## src/sv/eic_pkg.sv

```systemverilog
// Shared types and codes for the exclusive clutch interlock.
// No dependencies; imported by exclusive_clutch_interlock.
package eic_pkg;

  localparam int PinBits = 4;

  typedef enum logic [2:0] {
    MODE_TICK        = 3'd0,
    MODE_ENGAGE      = 3'd1,
    MODE_RELEASE     = 3'd2,
    MODE_RELEASE_ALL = 3'd3,
    MODE_REL_SETTLED = 3'd4,
    MODE_CHECK       = 3'd5,
    MODE_CLEAR       = 3'd6
  } mode_e;

  typedef enum logic [2:0] {
    ST_OK       = 3'd0,
    ST_BADCH    = 3'd1,
    ST_BUSY     = 3'd2,
    ST_CONFLICT = 3'd3,
    ST_SEVERAL  = 3'd4
  } status_e;

  typedef enum logic [3:0] {
    PH_IDLE    = 4'b0001,
    PH_VERIFY  = 4'b0010,
    PH_BITE    = 4'b0100,
    PH_RELWAIT = 4'b1000
  } phase_e;

  typedef enum logic [1:0] {
    REG_ACTIVE_LEVEL  = 2'd0,
    REG_RELEASE_TICKS = 2'd1,
    REG_SETTLE_TICKS  = 2'd2,
    REG_ENGAGE_TICKS  = 2'd3
  } reg_idx_e;

endpackage

```

## src/sv/exclusive_clutch_interlock.sv

```systemverilog
// Break-before-make interlock for up to four clutch coils.
// Path: an accepted word is held in the input register, then goes through the
//   next-state logic into the result register.
// Throughput: one word per cycle; the input register and the result register
//   each hand over on the same edge, so only a stalled result holds input.
// Reset: asynchronous, active low; all coils off, no channel, counter zero,
//   idle, registers at their defaults. No clearing pass is needed.
// Depends on eic_pkg.
module exclusive_clutch_interlock
  import eic_pkg::*;
#(
  parameter int CHANNELS = 4
) (
  input  logic        clk_i,
  input  logic        rst_ni,
  // input word channel
  input  logic        in_valid_i,
  output logic        in_stall_o,
  input  logic [2:0]  mode_i,
  input  logic [3:0]  channel_i,
  input  logic [3:0]  sense_levels_i,
  input  logic        drop_multi_i,
  // result word channel
  output logic        out_valid_o,
  input  logic        out_stall_i,
  output logic [3:0]  pin_levels_o,
  output logic        halt_motor_o,
  output logic        done_res_o,
  output logic [2:0]  status_o,
  output logic [2:0]  current_channel_o,
  output logic [31:0] conflicts_o,
  output logic        sequencing_o,
  // configuration port
  input  logic        psel,
  input  logic        penable,
  input  logic        pwrite,
  input  logic [3:0]  paddr,
  input  logic [31:0] pwdata,
  output logic [31:0] prdata,
  output logic        pready
);

  // Only four pin bits exist, so channels above four are never usable.
  localparam int UsedCh = (CHANNELS < PinBits) ? CHANNELS : PinBits;
  localparam logic [3:0] ChMask = 4'((1 << UsedCh) - 1);
  localparam logic [3:0] ChMax  = 4'(UsedCh);

  // ---------------------------------------------------------------------------
  // Configuration registers
  // ---------------------------------------------------------------------------
  logic        active_level_q;
  logic [15:0] release_ticks_q, settle_ticks_q, engage_ticks_q;
  reg_idx_e    reg_idx;
  logic        cfg_wr;

  assign pready  = 1'b1;
  assign reg_idx = reg_idx_e'(paddr[3:2]);
  assign cfg_wr  = psel && penable && pwrite && pready;

  always_ff @(posedge clk_i or negedge rst_ni) begin
    if (!rst_ni) begin
      active_level_q  <= 1'b1;
      release_ticks_q <= 16'd100;
      settle_ticks_q  <= 16'd50;
      engage_ticks_q  <= 16'd100;
    end else if (cfg_wr) begin
      unique case (reg_idx)
        REG_ACTIVE_LEVEL:  active_level_q  <= pwdata[0];
        REG_RELEASE_TICKS: release_ticks_q <= pwdata[15:0];
        REG_SETTLE_TICKS:  settle_ticks_q  <= pwdata[15:0];
        REG_ENGAGE_TICKS:  engage_ticks_q  <= pwdata[15:0];
        default: ;
      endcase
    end
  end

  always_comb begin
    unique case (reg_idx)
      REG_ACTIVE_LEVEL:  prdata = {31'd0, active_level_q};
      REG_RELEASE_TICKS: prdata = {16'd0, release_ticks_q};
      REG_SETTLE_TICKS:  prdata = {16'd0, settle_ticks_q};
      REG_ENGAGE_TICKS:  prdata = {16'd0, engage_ticks_q};
      default:           prdata = 32'd0;
    endcase
  end

  // ---------------------------------------------------------------------------
  // Handshake: input register feeds the result register
  // ---------------------------------------------------------------------------
  logic       in_vld_q, out_vld_q, adv;
  logic [2:0] in_mode_q;
  logic [3:0] in_ch_q, in_sense_q;
  logic       in_force_q;

  // A held word advances whenever the result register is empty or being drained.
  assign adv        = in_vld_q && (!out_vld_q || !out_stall_i);
  assign in_stall_o = in_vld_q && !adv;

  always_ff @(posedge clk_i or negedge rst_ni) begin
    if (!rst_ni) begin
      in_vld_q <= 1'b0;
    end else if (!in_stall_o) begin
      in_vld_q <= in_valid_i;
    end
  end

  always_ff @(posedge clk_i) begin
    if (in_valid_i && !in_stall_o) begin
      in_mode_q  <= mode_i;
      in_ch_q    <= channel_i;
      in_sense_q <= sense_levels_i;
      in_force_q <= drop_multi_i;
    end
  end

  // ---------------------------------------------------------------------------
  // Interlock state
  // ---------------------------------------------------------------------------
  logic [3:0]  drive_q, drive_d;
  logic [2:0]  active_q, active_d;
  logic [31:0] conf_q, conf_d;
  phase_e      phase_q, phase_d;
  logic [16:0] wait_q, wait_d;
  logic [2:0]  pend_ch_q, pend_ch_d;
  status_e     pend_st_q, pend_st_d;

  logic [3:0]  eng;
  logic        ch_ok, busy, ch_eng, mstop, done;
  logic [1:0]  ch_idx;
  logic [3:0]  ch_m1;
  status_e     st;
  logic [2:0]  first;
  logic [3:0]  pins;

  assign eng    = (active_level_q ? in_sense_q : ~in_sense_q) & ChMask;
  assign ch_ok  = (in_ch_q >= 4'd1) && (in_ch_q <= ChMax);
  assign ch_m1  = in_ch_q - 4'd1;
  assign ch_idx = ch_m1[1:0];
  assign ch_eng = eng[ch_idx];
  assign busy   = (phase_q != PH_IDLE);

  // Lowest engaged coil, numbered from one.
  always_comb begin
    first = 3'd0;
    for (int i = PinBits - 1; i >= 0; i--) begin
      if (eng[i]) first = 3'(i + 1);
    end
  end

  always_comb begin
    logic [1:0] pend_idx;
    drive_d   = drive_q;
    active_d  = active_q;
    conf_d    = conf_q;
    phase_d   = phase_q;
    wait_d    = wait_q;
    pend_ch_d = pend_ch_q;
    pend_st_d = pend_st_q;
    mstop     = 1'b0;
    done      = 1'b0;
    st        = ST_OK;
    pend_idx  = 2'(pend_ch_q - 3'd1);

    unique case (in_mode_q)
      MODE_TICK: begin
        if (busy) begin
          if (wait_q > 17'd1) begin
            wait_d = wait_q - 17'd1;
          end else if (phase_q == PH_VERIFY) begin
            if (eng != 4'd0) begin
              // A coil still reads on after the quiet time: drop everything.
              conf_d   = conf_q + 32'd1;
              drive_d  = 4'd0;
              active_d = 3'd0;
              phase_d  = PH_IDLE;
              wait_d   = 17'd0;
              done     = 1'b1;
              st       = ST_CONFLICT;
            end else begin
              drive_d = (4'd1 << pend_idx) & ChMask;
              phase_d = PH_BITE;
              wait_d  = {1'b0, engage_ticks_q};
            end
          end else if (phase_q == PH_BITE) begin
            active_d = pend_ch_q;
            phase_d  = PH_IDLE;
            wait_d   = 17'd0;
            done     = 1'b1;
          end else begin
            phase_d = PH_IDLE;
            wait_d  = 17'd0;
            done    = 1'b1;
            st      = pend_st_q;
          end
        end
      end
      MODE_ENGAGE: begin
        done = 1'b1;
        if (!ch_ok) begin
          st = ST_BADCH;
        end else if (busy) begin
          st = ST_BUSY;
        end else if (({1'b0, active_q} == in_ch_q) && ch_eng) begin
          st = ST_OK;
        end else begin
          // Break first: stop the motor, drop all coils (or, if none reads on, drive the new one).
          mstop     = 1'b1;
          active_d  = 3'd0;
          pend_ch_d = in_ch_q[2:0];
          done      = 1'b0;
          if (eng != 4'd0) begin
            drive_d = 4'd0;
            phase_d = PH_VERIFY;
            wait_d  = {1'b0, release_ticks_q} + {1'b0, settle_ticks_q};
          end else begin
            drive_d = (4'd1 << ch_idx) & ChMask;
            phase_d = PH_BITE;
            wait_d  = {1'b0, engage_ticks_q};
          end
        end
      end
      MODE_RELEASE: begin
        done = 1'b1;
        if (!ch_ok) begin
          st = ST_BADCH;
        end else if (!ch_eng) begin
          st = ST_OK;
        end else if (busy) begin
          st = ST_BUSY;
        end else begin
          pend_st_d = ST_OK;
          if ({1'b0, active_q} != in_ch_q) begin
            conf_d    = conf_q + 32'd1;
            pend_st_d = ST_CONFLICT;
          end
          mstop    = 1'b1;
          drive_d  = 4'd0;
          active_d = 3'd0;
          phase_d  = PH_RELWAIT;
          wait_d   = {1'b0, release_ticks_q};
          done     = 1'b0;
        end
      end
      MODE_RELEASE_ALL, MODE_REL_SETTLED: begin
        done = 1'b1;
        if (busy) begin
          st = ST_BUSY;
        end else begin
          mstop    = 1'b1;
          drive_d  = 4'd0;
          active_d = 3'd0;
          if (in_mode_q == MODE_REL_SETTLED) begin
            pend_st_d = ST_OK;
            phase_d   = PH_RELWAIT;
            wait_d    = {1'b0, release_ticks_q};
            done      = 1'b0;
          end
        end
      end
      MODE_CHECK: begin
        done = 1'b1;
        if (busy) begin
          st = ST_BUSY;
        end else if ((eng & (eng - 4'd1)) != 4'd0) begin
          conf_d = conf_q + 32'd1;
          st     = ST_SEVERAL;
          if (in_force_q) begin
            mstop    = 1'b1;
            drive_d  = 4'd0;
            active_d = 3'd0;
          end
        end else begin
          active_d = first;
        end
      end
      MODE_CLEAR: begin
        done = 1'b1;
        if (busy) st = ST_BUSY;
        else conf_d = 32'd0;
      end
      default: ;
    endcase
  end

  // Off coils get the inverse of the active level.
  assign pins = active_level_q ? (drive_d & ChMask) : ~drive_d;

  always_ff @(posedge clk_i or negedge rst_ni) begin
    if (!rst_ni) begin
      drive_q   <= 4'd0;
      active_q  <= 3'd0;
      conf_q    <= 32'd0;
      phase_q   <= PH_IDLE;
      wait_q    <= 17'd0;
      pend_ch_q <= 3'd0;
      pend_st_q <= ST_OK;
    end else if (adv) begin
      drive_q   <= drive_d;
      active_q  <= active_d;
      conf_q    <= conf_d;
      phase_q   <= phase_d;
      wait_q    <= wait_d;
      pend_ch_q <= pend_ch_d;
      pend_st_q <= pend_st_d;
    end
  end

  // ---------------------------------------------------------------------------
  // Result register
  // ---------------------------------------------------------------------------
  always_ff @(posedge clk_i or negedge rst_ni) begin
    if (!rst_ni) begin
      out_vld_q <= 1'b0;
    end else if (adv) begin
      out_vld_q <= 1'b1;
    end else if (!out_stall_i) begin
      out_vld_q <= 1'b0;
    end
  end

  always_ff @(posedge clk_i) begin
    if (adv) begin
      pin_levels_o      <= pins;
      halt_motor_o      <= mstop;
      done_res_o        <= done;
      status_o          <= done ? st : ST_OK;
      current_channel_o <= active_d;
      conflicts_o       <= conf_d;
      sequencing_o      <= (phase_d != PH_IDLE);
    end
  end

  assign out_valid_o = out_vld_q;

  // ---------------------------------------------------------------------------
  // Assertions
  // ---------------------------------------------------------------------------
  a_one_coil: assert property (@(posedge clk_i) disable iff (!rst_ni)
    $onehot0(drive_q))
    else $error("more than one coil driven");

  a_no_owner_in_seq: assert property (@(posedge clk_i) disable iff (!rst_ni)
    (phase_q != PH_IDLE) |-> (active_q == 3'd0))
    else $error("channel marked engaged while a sequence runs");

  a_stall_cause: assert property (@(posedge clk_i) disable iff (!rst_ni)
    in_stall_o |-> (out_vld_q && out_stall_i))
    else $error("input stalled without a stalled result");

  a_adv_fills: assert property (@(posedge clk_i) disable iff (!rst_ni)
    adv |=> out_vld_q)
    else $error("advanced word did not reach the result register");

endmodule

```

## config.mk

```make
export PLATFORM = sky130hd
export DESIGN_NAME = exclusive_clutch_interlock
export DESIGN_NICKNAME = d
export VERILOG_FILES = /design/src/sv/eic_pkg.sv /design/src/sv/exclusive_clutch_interlock.sv
export SDC_FILE = /design/constraint.sdc
export NUM_CORES = 1
export LEC_CHECK = 0
export BUFFER_PORTS_ARGS = -buffer_cell sky130_fd_sc_hd__buf_4
export CAP_MARGIN = 20
export CELL_PAD_IN_SITES_DETAIL_PLACEMENT = 0
export CELL_PAD_IN_SITES_GLOBAL_PLACEMENT = 1
export CORE_MARGIN = 2
export CORE_UTILIZATION = 38
export CTS_CLUSTER_SIZE = 28
export DETAILED_ROUTE_END_ITERATION = 7
export PLACE_DENSITY_LB_ADDON = 0.1
export SYNTH_ARGS = -nofsm -noshare
export SYNTH_HDL_FRONTEND = slang
export SYNTH_SLANG_ARGS = --single-unit
```

## constraint.sdc

```tcl
create_clock -name clk_i -period 9.4 [get_ports clk_i]
set_input_delay 2.82 -clock clk_i [delete_from_list [all_inputs] [get_ports clk_i]]
set_output_delay 2.82 -clock clk_i [all_outputs]
set_load 0.01 [all_outputs]
```

==> impl_metrics.json <==
{
  "fin_crit_sh_pct": 71.3,
  "leakagePower_uw": 0.00482,
  "whs_path_depth": 1,
  "status": "finished, final reports clean",
  "fin_skew_ps": 14.5,
  "grt_antenna_before_repair": 0,
  "dp_hpwl_um": 20900,
  "diodes": 0,
  "synth_seq_cells": 172,
  "seq_area_frac_synth_pct": 43.6,
  "rows": 60,
  "r2r_cells": 6,
  "drt-pass1-iter-count": 6,
  "synthToLayoutAreaGrowth_pct": 15.3,
  "netlist.area_leader.share_pct": 24.7,
  "crit_fanout": 19,
  "drcViolationCount": 0,
  "hold_slack_ps": 477,
  "synth.cell_area_um2": 10500,
  "tns_ps": 0,
  "hold_buffers": 0,
  "dr.first_iter.drc_count": 673,
  "postLayoutCoreUtil_pct": 44.9,
  "grt_pass1_wl_um": 48200,
  "vias": 8847,
  "min_path_type": "reg2reg",
  "grt_start_max_net_pins": 63,
  "critPathKind": "in2out",
  "hold_violations": 0,
  "min_to": "out_valid_o",
  "htree_levels": 4,
  "tritoncts": "yes",
  "ys_types": 95,
  "fmax_mhz": 149,
  "placedInstanceArea_um2": 11600,
  "die_h_um": 171,
  "required_ps": 6580,
  "slew_viol_final": 0,
  "ys_warn_count": 0,
  "startpoint_type": "input pin",
  "yosys_most_used_dff": "dfrtp_1",
  "hp-start": "in_vld_q",
  "ant_nets": 0,
  "slew_headroom_pct": 30.7,
  "place.port_buffers": 99,
  "period_needed_ps": 6710,
  "async_flop_share_pct": 66.9,
  "synthTopCellsByArea": "dfrtp_1, edfxtp_1, mux2_2, o21ai_0, a21oi_1",
  "routed_via_density": 5.73,
  "syn_avg_cell_area_um2": 9.74,
  "setup_viol": 0,
  "tightest_slew_ps": 1020,
  "reg2reg_slack_ps": 5850,
  "nets": 1240,
  "critPathCaptureType": "output port",
  "finalWirelength_um": 30000,
  "cts_num_sinks": 172,
  "ioPinCount": 135,
  "drive_gt1_share_pct": 22.8,
  "r2r-end": "conf_q[22]",
  "synth_largest_area_cell": "dfrtp_1",
  "power_density_nw_per_um2": 195,
  "cts-resized-gates": 0,
  "coreArea_um2": 27100,
  "grt_pass1_vias": 8466,
  "fin_area_um2": 12200,
  "clkTransAtPathRegs_ps": 70,
  "start_util_pct": 38.9,
  "track_usage_pct": 21.1,
  "grt_setup_unrepaired": "false",
  "r2r_start": "phase_q[0]",
  "peakVddDrop_v": 0.0000972,
  "worst_ep_arrival_time_ps": 3890,
  "synth-edff-count": 57,
  "netlist_instances": 1083,
  "dieArea_um2": 29100,
  "gr-total-overflow": 0,
  "place_congestion": 0.834,
  "die_w_um": 171,
  "clk_latency_ps": 430,
  "max-cap-violations": 0,
  "cts.root.buffer_cell": "clkbuf_16",
  "numCtsBuffers": 17,
  "post_cts_buffers": 0,
  "clock_path_buffers": 2,
  "avgRoutedWirePerCell_um": 19.4
}
final cells by class:
cell class                 instances  area, µm²
clock buffer                      17        425
clock inverter                    15        156
inverter                          16       60.1
fill                            2667      14900
tap                              372        465
sequential                       172       4600
multi-input combinational        835       5570
timing repair buffer             117        880
kinds of logic after synthesis:
family / Yosys count / synth area share [%]
other cells: 2 / 0.0712
xor+xnor: 28 / 2.33
buf+inv: 91 / 4.16
mux: 78 / 8.49
flops: 172 / 43.6
simple gates: 345 / 16.4
compound gates: 339 / 21.5
fa+ha+maj: 28 / 3.35
placed cells by master, fill, tap and decap left out, types with 5 or more instances in the layout:
cell,n
a22oi_1,5
dfrtp_1,104
o211ai_1,5
nand3_1,35
xor2_1,9
clkbuf_16,17
buf_4,114
dfstp_2,11
a21oi_1,88
nand4_1,13
nor2_1,75
a31oi_1,18
a211oi_1,8
xnor2_1,19
conb_1,17
or3_1,9
a22o_1,20
ha_1,25
mux2_2,72
and2_1,7
nor4_1,11
a222oi_1,9
o31ai_1,17
a21o_1,6
or2_2,6
o21ai_0,89
nand2_1,94
inv_1,13
edfxtp_1,57
nor3_1,32
nor2b_1,5
nand2b_1,13
o22ai_1,6
and3_1,18
synth_stat cells, drive strengths merged, types with 4 or more instances:
cell / instances
nor2: 76
o221ai: 4
o21ai: 92
o211ai: 5
ha: 25
and2: 10
o31ai: 17
dfstp: 11
o21a: 4
a31o: 4
nor3: 35
a21oi: 89
xnor2: 19
a211oi: 8
nand3: 36
dfrtp: 104
edfxtp: 57
clkbuf: 42
nand2b: 13
inv: 15
a22o: 20
a31oi: 18
or2: 6
nor4: 12
a21o: 7
mux2i: 4
a21boi: 4
a222oi: 9
a221oi: 6
a22oi: 5
xor2: 9
o22ai: 6
nand4: 13
a221o: 4
nand2: 95
and3: 18
nor2b: 5
nor4b: 4
o311ai: 5
buf: 33
mux2: 72
or3: 9
power by group:
group          internal [µW]  leakage (µW)  switching, µW
combinational            299       0.00254            334
clock                    376      0.000281            339
sequential               892       0.00200            125
total                   1570       0.00482            798
per-stage QoR:
stage          setup slack (ps)  total power (µW)  std cells
6_report                   2690              2370       1544
3_5_place_dp               2700              1660       1510
4_1_cts                    2700              2380       1542
3_3_place_gp               2690              1660       1509
5_1_grt                    2590              2500       1544
2_1_floorplan              2520              1460       1098
state kept, by name, indices dropped and copies added, names as in the netlist, 4 cells and up:
register and count:
conf_q 32, conflicts_o 32, wait_q 17, engage_ticks_q 16
release_ticks_q 16, settle_ticks_q 16, drive_q 4, in_ch_q 4
in_sense_q 4, phase_q 4, pin_levels_o 4
worst max-delay path by stage:
stage	start	slack (ps)	endpoint	cells past startpoint
after floorplan	paddr[2]	2520	prdata[11]	4
after global placement	paddr[2]	2690	prdata[14]	6
after detailed placement	paddr[2]	2700	prdata[13]	6
after CTS	paddr[2]	2700	prdata[14]	6
after global routing	paddr[2]	2590	prdata[15]	6
final	paddr[2]	2690	prdata[15]	6
critical path: stages:
cell and delay [ps]:
buf_4 270, inv_1 100, nor2_1 100, buf_4 240, a22o_1 210, buf_4 130
layer usage:
layer  vias to the layer above  part of all wire, %  global-route usage (%)
li1                       4226                    -                       -
met1                      4335                   46                    29.5
met2                       253                   47                    34.4
met3                        33                  5.1                    2.96
met4                         0                  1.5                    5.69
met5                         -                    0                       0
(Power assumes the default switching activity.)
